[src/rtl/tbwl_pkg.sv]
// shared types and constants of the bdp window limiter
// no dependencies; imported by tcp_bdp_window_limiter_core
package tbwl_pkg;

    localparam int BW_W   = 37;
    localparam int MSS_W  = 16;
    localparam int MODE_W = 2;
    localparam int SAMP_W = 24;
    localparam int WIN_W  = 32;
    localparam int IDX_W  = 1;

    // register reset values
    localparam logic [BW_W-1:0]  BW_RESET  = 37'd40000000;
    localparam logic [MSS_W-1:0] MSS_RESET = 16'd1500;

    // register indexes
    localparam logic [IDX_W-1:0] REG_BANDWIDTH = 1'b0;
    localparam logic [IDX_W-1:0] REG_SEGMENT   = 1'b1;

    // event kinds
    localparam logic [MODE_W-1:0] MODE_RTT  = 2'd0;
    localparam logic [MODE_W-1:0] MODE_LOSS = 2'd1;
    localparam logic [MODE_W-1:0] MODE_WIN  = 2'd2;

    // bdp = bw * srtt / 64e6, and 64e6 = 2^9 * 125000
    localparam int              SCALE_SH = 9;
    localparam int              DIVC_W   = 17;
    localparam logic [DIVC_W-1:0] DIV_C  = 17'd125000;

    localparam int IN_W  = 88;
    localparam int OUT_W = 96;

    typedef struct packed {
        logic [WIN_W-1:0]  reno_cwnd;
        logic [WIN_W-1:0]  bytes_in_flight;
        logic [SAMP_W-1:0] rtt_sample_us;
    } in_word_t;

    typedef struct packed {
        logic              rtt_rising;
        logic [SAMP_W-1:0] smoothed_rtt_us;
        logic [WIN_W-1:0]  cwnd;
        logic [WIN_W-1:0]  ssthresh;
    } result_t;

endpackage

[src/rtl/tcp_bdp_window_limiter_core.sv]
// tcp congestion engine: ewma rtt, bdp-based ssthresh and window clamp
// depends on tbwl_pkg
//
// channel   dir  fields (low bit up)                                   handshake
// s_*       in   tuser: mode; tdata: rtt_sample_us, bytes_in_flight,   tvalid/tready
//                reno_cwnd
// m_*       out  tdata: ssthresh, cwnd, smoothed_rtt_us, rtt_rising,   tvalid/tready
//                zero pad
// cfg_*     in   cfg_index selects register, cfg_data value            cfg_we, no wait
//
// one word at a time; s_tready is high only while the engine is idle
// rtt sample: the rtt update state, then the finish state; unused mode: the finish state only
// window update: RTT_BITS+3 multiply steps (bit-serial, one srtt bit a cycle),
//   one range check, 32 divide steps by 125000 unless saturated, the finish state
// loss event: as window update plus 32 divide steps by a nonzero segment size
// a held output word does not block acceptance; the finish state waits for it
// rst_n clears state and control registers, sets config to reset values; no clearing pass
module tcp_bdp_window_limiter_core #(
    parameter int RTT_BITS = 24
) (
    input  logic                          clk,
    input  logic                          rst_n,
    // cfg
    input  logic                          cfg_we,
    input  logic [tbwl_pkg::IDX_W-1:0]    cfg_index,
    input  logic [tbwl_pkg::BW_W-1:0]     cfg_data,
    // input words
    input  logic                          s_tvalid,
    output logic                          s_tready,
    // s_tdata: rtt_sample_us[23:0], bytes_in_flight[55:24], reno_cwnd[87:56]
    input  logic [tbwl_pkg::IN_W-1:0]     s_tdata,
    // s_tuser: mode[1:0]
    input  logic [tbwl_pkg::MODE_W-1:0]   s_tuser,
    // result words
    output logic                          m_tvalid,
    input  logic                          m_tready,
    // m_tdata: ssthresh[31:0], cwnd[63:32], smoothed_rtt_us[87:64], rtt_rising[88], zeros
    output logic [tbwl_pkg::OUT_W-1:0]    m_tdata
);
    import tbwl_pkg::*;

    // widths that follow from the rtt width
    localparam int SR_W   = RTT_BITS + 3;            // srtt in 1/8 us
    localparam int PW     = BW_W + SR_W;             // product width
    localparam int LO_B   = SCALE_SH + WIN_W;        // first bit above quotient range
    localparam int HI_W   = PW - LO_B;
    localparam int HX_W   = (HI_W > DIVC_W) ? HI_W : DIVC_W;
    localparam int SX_W   = (RTT_BITS > SAMP_W) ? RTT_BITS : SAMP_W;
    localparam int STEPS  = (SR_W > WIN_W) ? SR_W : WIN_W;
    localparam int CNT_W  = $clog2(STEPS);

    localparam logic [2:0] ST_IDLE = 3'd0;
    localparam logic [2:0] ST_RTT  = 3'd1;
    localparam logic [2:0] ST_MUL  = 3'd2;
    localparam logic [2:0] ST_CHK  = 3'd3;
    localparam logic [2:0] ST_DIVB = 3'd4;
    localparam logic [2:0] ST_DIVM = 3'd5;
    localparam logic [2:0] ST_DONE = 3'd6;

    // control and config
    logic [2:0]        state_reg, state_next;
    logic [CNT_W-1:0]  cnt_reg, cnt_next;
    logic [SR_W-1:0]   srtt_reg, srtt_next;
    logic              rising_reg, rising_next;
    logic              seeded_reg, seeded_next;
    logic              oval_reg, oval_next;
    logic [BW_W-1:0]   bw_reg, bw_next;
    logic [MSS_W-1:0]  mss_reg, mss_next;

    // payload
    logic [MODE_W-1:0] mode_reg;
    in_word_t          in_reg;
    logic [PW-1:0]     acc_reg, acc_next;
    logic [SR_W-1:0]   mplr_reg, mplr_next;
    logic [DIVC_W-1:0] rem_reg, rem_next;
    logic [WIN_W-1:0]  work_reg, work_next;
    logic [WIN_W-1:0]  bdp_reg, bdp_next;
    result_t           out_reg, out_next;

    logic              accept;
    assign s_tready = (state_reg == ST_IDLE);
    assign accept   = s_tvalid && s_tready;
    assign m_tvalid = oval_reg;
    assign m_tdata  = {{(OUT_W - $bits(result_t)){1'b0}}, out_reg};

    // bit-serial multiply step, lsb of srtt first, sum lands in the top part
    logic [BW_W:0]     mul_sum;
    logic [PW-1:0]     acc_step;
    assign mul_sum  = {1'b0, acc_reg[PW-1:SR_W]} + (mplr_reg[0] ? {1'b0, bw_reg} : '0);
    assign acc_step = {mul_sum, acc_reg[SR_W-1:1]};

    // range check on the finished product
    logic [HX_W-1:0]   hi_x;
    logic              bdp_sat;
    assign hi_x    = HX_W'(acc_reg[PW-1:LO_B]);
    assign bdp_sat = hi_x >= HX_W'(DIV_C);

    // shared restoring divide step: 125000 for bdp, segment size for rounding
    logic [DIVC_W-1:0] dvs;
    logic [DIVC_W:0]   div_t;
    logic              div_ge;
    logic [DIVC_W-1:0] rem_step;
    logic [WIN_W-1:0]  work_step;
    assign dvs       = (state_reg == ST_DIVM) ? DIVC_W'(mss_reg) : DIV_C;
    assign div_t     = {rem_reg, work_reg[WIN_W-1]};
    assign div_ge    = div_t >= {1'b0, dvs};
    assign rem_step  = div_ge ? DIVC_W'(div_t - {1'b0, dvs}) : DIVC_W'(div_t);
    assign work_step = {work_reg[WIN_W-2:0], div_ge};

    // rtt update path
    logic [SX_W-1:0]     samp_x;
    logic [SX_W-1:0]     rmax_x;
    logic [RTT_BITS-1:0] samp_sat;
    logic [SR_W+2:0]     times7;
    logic [SR_W-1:0]     srtt_upd;
    assign samp_x   = SX_W'(in_reg.rtt_sample_us);
    assign rmax_x   = SX_W'({RTT_BITS{1'b1}});
    assign samp_sat = RTT_BITS'((samp_x > rmax_x) ? rmax_x : samp_x);
    assign times7   = {srtt_reg, 3'b000} - {3'b000, srtt_reg};
    assign srtt_upd = times7[SR_W+2:3] + SR_W'(samp_sat);

    // finish values
    logic [MSS_W:0]    two_mss;
    logic [WIN_W-1:0]  two_w;
    logic [WIN_W-1:0]  half_inf;
    logic [WIN_W-1:0]  reno_floor;
    logic [WIN_W-1:0]  loss_val;
    logic [WIN_W-1:0]  clamp_w;
    logic [WIN_W-1:0]  win_val;
    assign two_mss    = {mss_reg, 1'b0};
    assign two_w      = WIN_W'(two_mss);
    assign half_inf   = {1'b0, in_reg.bytes_in_flight[WIN_W-1:1]};
    assign reno_floor = (half_inf < two_w) ? two_w : half_inf;
    assign loss_val   = rising_reg ? bdp_reg
                      : ((bdp_reg > reno_floor) ? bdp_reg : reno_floor);
    assign clamp_w    = (in_reg.reno_cwnd < bdp_reg) ? in_reg.reno_cwnd : bdp_reg;
    assign win_val    = (clamp_w < WIN_W'(mss_reg)) ? WIN_W'(mss_reg) : clamp_w;

    // bdp ready, either saturated or from the divider
    logic              fin;
    logic [WIN_W-1:0]  fin_val;
    logic [WIN_W-1:0]  br_floor;
    assign br_floor = (fin_val < two_w) ? two_w : fin_val;

    always_comb
    begin
        state_next  = state_reg;
        cnt_next    = cnt_reg;
        srtt_next   = srtt_reg;
        rising_next = rising_reg;
        seeded_next = seeded_reg;
        oval_next   = oval_reg;
        bw_next     = bw_reg;
        mss_next    = mss_reg;
        acc_next    = acc_reg;
        mplr_next   = mplr_reg;
        rem_next    = rem_reg;
        work_next   = work_reg;
        bdp_next    = bdp_reg;
        out_next    = out_reg;
        fin         = 1'b0;
        fin_val     = work_step;

        if (oval_reg && m_tready)
        begin
            oval_next = 1'b0;
        end

        if (cfg_we)
        begin
            case (cfg_index)
                REG_BANDWIDTH: bw_next  = cfg_data;
                REG_SEGMENT:   mss_next = cfg_data[MSS_W-1:0];
                default:       ;
            endcase
        end

        case (state_reg)
            ST_IDLE:
            begin
                if (accept)
                begin
                    cnt_next  = '0;
                    acc_next  = '0;
                    mplr_next = srtt_reg;
                    case (s_tuser)
                        MODE_RTT:  state_next = ST_RTT;
                        MODE_LOSS: state_next = ST_MUL;
                        MODE_WIN:  state_next = ST_MUL;
                        default:   state_next = ST_DONE;
                    endcase
                end
            end
            ST_RTT:
            begin
                if (in_reg.rtt_sample_us != '0)
                begin
                    if (!seeded_reg)
                    begin
                        srtt_next   = {samp_sat, 3'b000};
                        seeded_next = 1'b1;
                        rising_next = 1'b0;
                    end
                    else
                    begin
                        srtt_next   = srtt_upd;
                        rising_next = srtt_upd > srtt_reg;
                    end
                end
                state_next = ST_DONE;
            end
            ST_MUL:
            begin
                acc_next  = acc_step;
                mplr_next = mplr_reg >> 1;
                cnt_next  = cnt_reg + 1'b1;
                if (cnt_reg == CNT_W'(SR_W - 1))
                begin
                    state_next = ST_CHK;
                end
            end
            ST_CHK:
            begin
                if (bdp_sat)
                begin
                    fin     = 1'b1;
                    fin_val = '1;
                end
                else
                begin
                    rem_next   = hi_x[DIVC_W-1:0];
                    work_next  = acc_reg[LO_B-1:SCALE_SH];
                    cnt_next   = '0;
                    state_next = ST_DIVB;
                end
            end
            ST_DIVB:
            begin
                rem_next  = rem_step;
                work_next = work_step;
                cnt_next  = cnt_reg + 1'b1;
                if (cnt_reg == CNT_W'(WIN_W - 1))
                begin
                    fin     = 1'b1;
                    fin_val = work_step;
                end
            end
            ST_DIVM:
            begin
                rem_next  = rem_step;
                work_next = work_step;
                cnt_next  = cnt_reg + 1'b1;
                if (cnt_reg == CNT_W'(WIN_W - 1))
                begin
                    // round down to whole segments: subtract the remainder
                    bdp_next   = bdp_reg - WIN_W'(rem_step);
                    state_next = ST_DONE;
                end
            end
            ST_DONE:
            begin
                if (!oval_reg || m_tready)
                begin
                    out_next.ssthresh        = (mode_reg == MODE_LOSS) ? loss_val : '0;
                    out_next.cwnd            = (mode_reg == MODE_WIN) ? win_val : '0;
                    out_next.smoothed_rtt_us = SAMP_W'(srtt_reg >> 3);
                    out_next.rtt_rising      = rising_reg;
                    oval_next                = 1'b1;
                    state_next               = ST_IDLE;
                end
            end
            default:
            begin
                state_next = ST_IDLE;
            end
        endcase

        // bdp known: loss events with a nonzero segment size go on to segment rounding
        if (fin)
        begin
            if (mode_reg == MODE_LOSS)
            begin
                bdp_next = br_floor;
                if (mss_reg != '0)
                begin
                    work_next  = br_floor;
                    rem_next   = '0;
                    cnt_next   = '0;
                    state_next = ST_DIVM;
                end
                else
                begin
                    state_next = ST_DONE;
                end
            end
            else
            begin
                bdp_next   = fin_val;
                state_next = ST_DONE;
            end
        end
    end

    always_ff @(posedge clk or negedge rst_n)
    begin
        if (!rst_n)
        begin
            state_reg  <= ST_IDLE;
            cnt_reg    <= '0;
            srtt_reg   <= '0;
            rising_reg <= 1'b0;
            seeded_reg <= 1'b0;
            oval_reg   <= 1'b0;
            bw_reg     <= BW_RESET;
            mss_reg    <= MSS_RESET;
        end
        else
        begin
            state_reg  <= state_next;
            cnt_reg    <= cnt_next;
            srtt_reg   <= srtt_next;
            rising_reg <= rising_next;
            seeded_reg <= seeded_next;
            oval_reg   <= oval_next;
            bw_reg     <= bw_next;
            mss_reg    <= mss_next;
        end
    end

    always_ff @(posedge clk)
    begin
        if (accept)
        begin
            mode_reg <= s_tuser;
            in_reg   <= in_word_t'(s_tdata);
        end
        acc_reg  <= acc_next;
        mplr_reg <= mplr_next;
        rem_reg  <= rem_next;
        work_reg <= work_next;
        bdp_reg  <= bdp_next;
        out_reg  <= out_next;
    end

    // a word in work blocks the next one
    a_one_at_a_time: assert property (@(posedge clk) disable iff (!rst_n)
        (s_tvalid && s_tready) |=> !s_tready)
        else $error("input accepted while a word is in work");

    // rising flag only after the srtt has been seeded
    a_rise_seeded: assert property (@(posedge clk) disable iff (!rst_n)
        rising_reg |-> seeded_reg)
        else $error("rtt rising without a seeded srtt");

    // bdp divide keeps its remainder below the divisor
    a_rem_range: assert property (@(posedge clk) disable iff (!rst_n)
        (state_reg == ST_DIVB) |-> (rem_reg < DIV_C))
        else $error("bdp divide remainder out of range");

    // a held result is not overwritten
    a_out_hold: assert property (@(posedge clk) disable iff (!rst_n)
        (oval_reg && !m_tready) |=> $stable(out_reg))
        else $error("pending result word overwritten");

endmodule
[config.mk]
export PLATFORM = sky130hd
export DESIGN_NAME = tcp_bdp_window_limiter_core
export DESIGN_NICKNAME = d
export VERILOG_FILES = /design/src/rtl/tbwl_pkg.sv /design/src/rtl/tcp_bdp_window_limiter_core.sv
export SDC_FILE = /design/constraint.sdc
export NUM_CORES = 1
export LEC_CHECK = 0
export BUFFER_PORTS_ARGS = -buffer_cell sky130_fd_sc_hd__buf_2
export CORE_AREA = 2 2 227 229
export DETAILED_ROUTE_END_ITERATION = 8
export DIE_AREA = 0 0 229 231
export PLACE_DENSITY = 0.72
export SLEW_MARGIN = 5
export SYNTH_ARGS = -nofsm -noshare
export SYNTH_HDL_FRONTEND = slang
export SYNTH_SLANG_ARGS = --single-unit
[constraint.sdc]
create_clock -name clk -period 9.6 [get_ports clk]
set_input_delay 0.48 -clock clk [delete_from_list [all_inputs] [get_ports clk]]
set_output_delay 0.48 -clock clk [all_outputs]
set_load 0.03 [all_outputs]
# After elaboration in Yosys (flattened, before gate mapping)
# Index checks and enable logic that the tools add are counted.
# W data, S select, Z words.
# classes
n_bitwise	2
eq_ne	19
addsub	6
reduce_logical	22
order_cmp	9
n_mux	54
# op_table
op	count
$mux W32	14
$pmux W64 S2	1
$mux W17	6
$mux W64	1
$pmux W32 S2	1
$mux W27	2
$pmux W27 S2	1
$add A37 B37 Y38	1
$mux W37	1
$pmux W17 S2	1
$gt A32 B31 Y1	1
$lt A32 B16 Y1	1
$lt A32 B17 Y1	1
$lt A32 B32 Y1	1
$sub A32 B17 Y32	1
$lt A31 B17 Y1	1
$mux W31	1
$sub A30 B27 Y30	1
$add A27 B24 Y27	1
$gt A27 B27 Y1	1
$mux W5	5
$gt A24 B24 Y1 const B	1
$mux W24	1
$reduce_bool A24 Y1	1
other kinds (35)	65
# word_totals
inputBits	133
out_inout_bits	98
reg_bits	442
word_cells	134

# Longest topological paths before layout
# Gate-level depths: netlist (run 1).
# depth
depth_word	10
depth_mapped	32
mapped_depth_nobuf	30

# Worst setup path after synthesis (run 1)
# Ideal clock, no wire load.
# synth_timing
kind	register to register
startpoint	register state_reg[0]
endpoint	register out_reg, in the netlist m_tdata[0], enable pin
path_stages_with_launch	5
t_arrival_ns	7.440
path_buffers	3
setup_time_ns	0.664
required_time_ns	8.936
setup_slack_ns	1.496
period_less_slack_ns	8.104
cell_sequence	dfrtp_1 clkbuf_1 clkbuf_1 buf_1 nor3b_1
# synth_via
elab_chain_len	2
# synth_rtl
element	line	rtl
start, declared	tcp_bdp_window_limiter_core.sv:61	logic [2:0] state_reg, state_next;
start signal, assigned	tcp_bdp_window_limiter_core.sv:319	state_reg <= state_next;
$eq A3 B3 Y1	tcp_bdp_window_limiter_core.sv:178	case (state_reg)
$reduce_and A2 Y1 (no source line)	n/a	
end signal, assigned	tcp_bdp_window_limiter_core.sv:342	out_reg <= out_next;
end, declared	tcp_bdp_window_limiter_core.sv:78	result_t out_reg, out_next;
# Every way passes these cells.
# A chain may end at the register's enable or synchronous reset.

# Final worst setup path (run 1)
# layout_timing
startpoint	register state_reg[0]
endpoint	register bdp_reg[21] (data pin)
# layout_via
elab_chain_len	9
elab_cells_between_ends	17
classes_between	add/sub (2); order compare (2); eq/ne (3); mux (10)
# layout_rtl
element	line	rtl
$eq A3 B3 Y1	tcp_bdp_window_limiter_core.sv:104	assign dvs = (state_reg == ST_DIVM) ? DIVC_W'(mss_reg) : DIV_C;
$mux W17	tcp_bdp_window_limiter_core.sv:104	
$ge A18 B17 Y1	tcp_bdp_window_limiter_core.sv:106	assign div_ge = div_t >= {1'b0, dvs};
$mux W32	tcp_bdp_window_limiter_core.sv:224	if (bdp_sat)
$mux W32	n/a	
$lt A32 B17 Y1	tcp_bdp_window_limiter_core.sv:143	assign br_floor = (fin_val < two_w) ? two_w : fin_val;
$mux W32	tcp_bdp_window_limiter_core.sv:143	
$mux W32	tcp_bdp_window_limiter_core.sv:281	if (mode_reg == MODE_LOSS)
$mux W32 *	tcp_bdp_window_limiter_core.sv:279	if (fin)
named net bdp_next[21]	tcp_bdp_window_limiter_core.sv:77	logic [WIN_W-1:0] bdp_reg, bdp_next;
end signal, assigned	tcp_bdp_window_limiter_core.sv:341	bdp_reg <= bdp_next;
end, declared	tcp_bdp_window_limiter_core.sv:77	
# The timed path passes the listed nets; every way through them passes the cells marked *. The select of a mux whose other input is x is not followed.

==> results.md, run 1 <==
- Drt initial violations: approximately 1,600
- R2R cell count: 24
- Worst slew margin: 14.3%
- Fin nets: around 3,300
- Clk pin slew, worst setup/hold paths: approximately 0.060 ns
- Slowest-stage cell, CP: dfrtp_1
- Vias: 22,200
- Final worst slack: 1.55 ns
- EDFF count, synth: between 200 and 300
- Worst r2r src: state_reg[0]
- Yosys reg bits: 432
- Critical path class: reg -> reg
- CP max FO: 28
- RSZ-0062 raised after global routing: false
- Seq/Total Area, Yosys: 43.7%
- R2R Path End: bdp_reg[21]
- Post_cts resized: 0
- Fillcell total: approximately 4,200
- Achievable Freq: ~120 MHz
- Worst-case clock buffer depth: 3
- Residual DRC: 0
- Share of cells above drive strength 1: 14.5%
- Crit path capture type: flip-flop
- Drt total wl: 76,500 um
- Endpoints failing setup: 0
- Top-level port count: 231
- Syn avg cell area: around 10 um^2
- Mapped cell area: about 28,000 um^2
- DP HPWL: around 57,000 um
- Vias per inst: around 6.1
- Max FFs per register: between 80 and 90
- Max Cap Viol: 0
- Top cell type's share of synthesized area: between 30% and 40%
- Dpl ws: 1.77 ns
- First-pass GRT wire length: 120,000 um
- Hold path start: s_tdata[20]
- Cts bufs inserted: 48
- Hold endpoint: samp_x[20]
- Ant diodes: 0
- Max stage delay on crit path: 0.96 ns
- Tightest Hold Check Type: in -> reg
- Total Routing Usage GR: 28.6%
- Total global routing overflow: 0
- Clk_lat worst skew: between 0.5 and 0.6 ns
- Post-synthesis cell type count: 81
- Final Slew Violations: 0
- Post-DP Area: around 29,000 um^2
- Die area: between 50,000 and 60,000 um^2
- Number of global-route vias before repair: 21,700
- Status: complete, no violations
- Largest net degree at the start of global routing: 82
- Critical path, cell by cell: nand2_1 > clkinv_1 > nand2_1 > fa_1 > a21o_1 > a21oi_1 > o21a_1 > o21bai_1 > a211oi_1 > o31ai_1 > o21ai_2 > buf_4 > mux2i_1 > ha_1 > nor2b_1 > o21a_1 > o21ai_1 > a21oi_1 > a41oi_1 > a211oi_1 > nor4_4 > o21ai_1 > or4_1 > a31oi_1
- Most common cell in the netlist: edfxtp_1
- Critical Path RT: ~10 ns
- Tmin final: roughly 8.1 ns
- Setup crit start kind: flip-flop
- Main synth FF type: edfxtp_1
- CTS tree: built
- Core Footprint: approximately 51,000 um^2
- Final GP Congestion: ~0.94
- DRT Pass-1 Iters: 6
- # port buffers: roughly 220
- Final worst path period share: a little over four fifths
- Flop2flop setup slack: 1.55 ns
- Row count: 83
- Final ANT Viol Nets: 0
- Syn-to-layout area delta: 11.6%
- Area of the multi-input gates: about 14,000 um^2
- Clock Skew: roughly 0.021 ns
- Vert. Die Dim: ~230 um
- Fin area: approximately 31,000 um^2
- Layout Utilization: roughly three fifths
- Die X-Extent: between 200 and 250 um
- Warnings from Yosys: 0
- Worst Hold Depth: 1
- Root Driver: clkbuf_16
- Setup TNS: 0 ns
- CTS sink cnt: about 430
- Asr flop ratio synth: a little over a fifth
- Dominant cell type by area after synthesis: edfxtp_1
- Worst-Margin Slew: 1.28 ns
- Final Hold Vio Count: 0
- Starting density of the core: 54.4%
- Dominant cells by area after synthesis: edfxtp_1 (32%), ha_1 (12%), dfrtp_1 (6.9%)
- Commonest cells post-synth: edfxtp_1 (292), ha_1 (256), nor2_1 (211), nand2_1 (199), a21oi_1 (189)
- Register area: between 10,000 and 15,000 um^2
- Synth Instances: 2,760
- WL/cell: around 21 um
- Antenna violations before repair: 0
- H-tree levels: 2
- CP arrival: between 8 and 9 ns
metrics by stage:
stage	cells	hold WS, ns
after global routing	3627	0.0364
after CTS	3627	0.0249
after floorplan	2766	0.184
final	3627	0.0636
after global placement	3538	0.367
after detailed placement	3538	0.375
repair_timing:
item / 4_1_cts / 5_1_grt
buffers inserted: 0 / 0
hold endpoints to repair: 14 / 0
hold buffers: 1 / 0
worst max path at each step:
| stage | start | end | slack (ns) | depth (start not counted) |
|---|---|---|---|---|
| after global routing | state_reg[0] | bdp_reg[30] | 1.13 | 26 |
| after CTS | state_reg[0] | bdp_reg[21] | 1.73 | 24 |
| after floorplan | state_reg[0] | m_tdata[0] | 1.50 | 4 |
| after detailed placement | state_reg[0] | bdp_reg[21] | 1.77 | 24 |
| final | state_reg[0] | bdp_reg[21] | 1.55 | 24 |
| after global placement | state_reg[0] | bdp_reg[21] | 2.02 | 24 |
layer usage:
metal,track usage (%),vias up,part of all wire (%)
met4,11.1,0,3.8
met1,36.5,10700,41
met2,48.9,808,48
met3,4.38,189,6.3
met5,0,-,0
li1,-,10500,-
cell usage in the layout, fill, tap and decap left out, types with 12 or more instances in the layout:
cell | synthesis | layout
nor3_1 | 85 | 84
a21o_1 | 69 | 69
xnor2_1 | 77 | 77
nor2b_1 | 27 | 24
a21oi_1 | 189 | 189
nand4_1 | 45 | 45
ha_1 | 256 | 256
edfxtp_1 | 292 | 292
mux2i_1 | 111 | 111
buf_2 | 9 | 221
nand2b_1 | 46 | 46
dfxtp_1 | 49 | 49
nor4_1 | 31 | 31
o31ai_1 | 13 | 12
buf_4 | 11 | 27
dfrtp_1 | 76 | 76
mux2_2 | 55 | 55
a31oi_1 | 35 | 35
and2_1 | 49 | 48
a22o_1 | 16 | 16
a211oi_1 | 54 | 54
o21a_1 | 29 | 29
and3_1 | 30 | 30
inv_1 | 129 | 129
o211ai_1 | 14 | 14
xor2_1 | 29 | 29
nand2_1 | 199 | 199
o21bai_1 | 14 | 14
nand3_1 | 58 | 58
a22oi_1 | 33 | 33
o21ai_0 | 143 | 142
clkbuf_16 | 0 | 49
nor2_1 | 211 | 207
dfstp_2 | 15 | 15
area by class of cell:
cell class,instances,area share [%]
Multi-Input combinational cell,2048,47.0
Tap cell,680,2.76
Clock buffer,61,4.29
Sequential cell,432,39.1
Timing Repair Buffer,249,4.28
Clock inverter,27,0.943
Inverter,130,1.59
critical path: cells and delay by family, from the launching register on:
family | cells | cell delay [ns]
simple gates | 5 | 1.65
buf+inv | 2 | 0.70
compound gates | 14 | 3.30
mux | 1 | 0.47
flops | 1 | 0.96
fa+ha+maj | 2 | 0.78
kinds of logic after synthesis:
kind of cell	synth area share, %
and+or+nand+nor	14.8
DFF	43.7
muxes	6.32
adders and majority gates	11.9
other	0.0136
xor gates and xnor gates	3.37
buffers and inverters	4.14
AOI/OAI and AO/OA	15.7
Power of run 1 is not shown: default switching activity piles up to over one toggle a cycle in this logic, so the estimate is an artifact.
==> run 2, diff against run 1 <==
Settings changed: PLACE_DENSITY 0.72 to 0.75.
Clock period 9.6 ns to 7.3 ns, I/O delays scaled along.
==> results.md, run 2 (same netlist as run 1, synthesis figures left out) <==
- Status: complete, no violations
- Ant diodes: 0 (unchanged)
- Critical path startpoint: state_reg[2]
- Die X-Extent: 229 um (unchanged)
- Fin nets: 3,415 (+3.4%)
- WL/cell: 21.2 um (+0.35%)
- Critical path class: reg -> reg
- H-tree levels: 2 (unchanged)
- Most frequent cells in the layout: edfxtp_1 (292), ha_1 (256), buf_2 (221)
- Max stage delay on crit path: 0.47 ns (-0.49 ns)
- Core Footprint: 50,700 um^2 (unchanged)
- RSZ-0062 raised after global routing: false
- Cts bufs inserted: 49 (+2.1%)
- Total Routing Usage GR: 29.3% (+0.76 points)
- Tmin final: 6.78 ns (-1.28 ns)
- Endpoints failing setup: 0 (unchanged)
- Final Hold Vio Count: 0 (unchanged)
- Syn-to-layout area delta: 15.6%
- CP arrival: 7.22 ns (-1.25 ns)
- Dpl ws: 0.689 ns (-1.08 ns)
- Hold path start: cfg_data[13]
- Crit path capture type: flip-flop
- DRT Pass-1 Iters: 6 (unchanged)
- Vias: 22,800 (+2.9%)
- Vias per inst: 6.09 (-0.26%)
- Final worst slack: 0.522 ns (-1.02 ns)
- WP buf/inv: 3 (+1)
- # port buffers: 222 (unchanged)
- Pwr/cell area: around 560 nW/um^2
- Peak supply drop: between 300 and 400 uV
- Static Leak: ~13 nW
- Max FFs per register: 89 (unchanged)
- DP HPWL: 57,600 um (+0.43%)
- Vert. Die Dim: 231 um (unchanged)
- CP max FO: 26 (-7.1%)
- Residual DRC: 0 (unchanged)
- Largest net degree at the start of global routing: 73 (-11%)
- Clk_lat worst skew: 0.60 ns (about the same)
- Clock Skew: 0.0312 ns (+0.00972 ns)
- Clk pin slew, worst setup/hold paths: 0.07 ns (about the same)
- Starting density of the core: 54.4% (unchanged)
- Worst-Margin Slew: 1.29 ns (+0.00643 ns)
- Share of cells above drive strength 1: 14.2% (-0.25 points)
- Crit-path most repeated cell: a21oi_1
- CTS tree: built
- Row count: 83 (unchanged)
- Total Power: about 0.018 W
- First-pass GRT wire length: 123,000 um (+2.8%)
- Final worst path period share: 92.8% (+9.0 points)
- Number of global-route vias before repair: 22,300 (+2.8%)
- Slowest-stage cell, CP: nor4_4
- Setup TNS: 0 ns (unchanged)
- Top-level port count: 231 (unchanged)
- Critical Path RT: 7.74 ns (-2.28 ns)
- Max Cap Viol: 0 (unchanged)
- Tightest Hold Check Type: in -> reg
- Worst r2r src: state_reg[2]
- Drt total wl: 79,200 um (+3.6%)
- Worst slew margin: 14.1% (-0.21 points)
- Final ANT Viol Nets: 0 (unchanged)
- Achievable Freq: 148 MHz (+19%)
- Root Driver: clkbuf_16
- Final Slew Violations: 0 (unchanged)
- Delay-heaviest family, CP: compound AO/OA/AOI/OAI gates
- Worst-case clock buffer depth: 3 (unchanged)
- CTS sink cnt: 432 (unchanged)
- Die area: 52,900 um^2 (unchanged)
- Setup crit start kind: flip-flop
- Antenna violations before repair: 0 (unchanged)
- Drt initial violations: 1,814 (+12%)
- Total global routing overflow: 0 (unchanged)
- Final GP Congestion: 0.947 (+0.40%)
- Commonest non-fill, non-tap cell in the layout: edfxtp_1
[run 2: cell types whose count changed in the layout (fill, tap and decap cells not counted), moves of 2 or more]
cell           before  now
clkbuf_8            5    2
dlygate4sd3_1       1  102
clkinvlp_4          5    2
buf_4              27   38
clkbuf_1            7   14
clkbuf_16          49   51
clkinv_2            6    9
[run 2: repair_timing]
item / in CTS / in global routing
gates resized for setup: 0 / 0
endpoints found under the setup margin: 0 / 0
hold endpoints to repair: 120 / 0
buffers inserted: 0 / 0
hold buffers: 102 / 0
[run 2: area by class of cell]
type / count / area [um^2]
fill: 4143 / 18800
multi-input combinational: 2048 / 14500
sequential: 432 / 12000
clock buffer: 67 / 1360
clock inverter: 25 / 249
inverter: 130 / 488
tap: 680 / 851
timing repair buffer: 361 / 2410
[run 2: through the flow]
stage	instance area [um^2]	util, %	cells	hold slack [ns]
after detailed placement	29200	57.7	3549	0.259
final	31900	62.9	3743	0.0206
after floorplan	27600	-	2766	0.0694
after global routing	31900	62.9	3743	0.0143
after global placement	29200	57.7	3549	0.250
after CTS	31900	62.9	3743	0.000610
[run 2: worst register-to-register path: cells and delay by family (launching register included)]
family                     cells  cell delay (ns)
and+or+nand+nor                6             1.59
DFF                            1             0.37
adders and majority gates      2             0.60
AOI/OAI and AO/OA             15             3.17
buffers and inverters          3             0.91
[run 2: power by group]
group	leakage, nW	total, W	switching [W]	internal (W)
logic	8.49	0.0108	0.00640	0.00442
clock network	0.783	0.00251	0.00103	0.00147
registers	4.20	0.00447	0.000758	0.00371
total	13.5	0.0178	0.00819	0.00960
[run 2: worst paths after layout]
| kind | cells past startpoint | slack [ns] | endpoint |
|---|---|---|---|
| min | 2 | 0.02 | mss_reg[13] |
| max in group asynchronous | 3 | 5.74 | srtt_reg[22] |
| min in group asynchronous | 2 | 0.21 | bw_reg[8] |
| max reg2reg | 26 | 0.52 | bdp_reg[21] |
| min reg2reg | 2 | 0.49 | work_reg[31] |
| max | 26 | 0.52 | bdp_reg[21] |
[run 2: per-layer routing]
| metal | vias to the layer above | GRT usage, % | wire, um |
|---|---|---|---|
| li1 | 10700 | - | - |
| met1 | 11000 | 36.8 | 32600 |
| met2 | 908 | 50.8 | 38500 |
| met3 | 221 | 3.80 | 4560 |
| met4 | 0 | 13.1 | 3600 |
| met5 | - | 0 | 0 |
No activity file was read; power rests on OpenSTA's default activity.
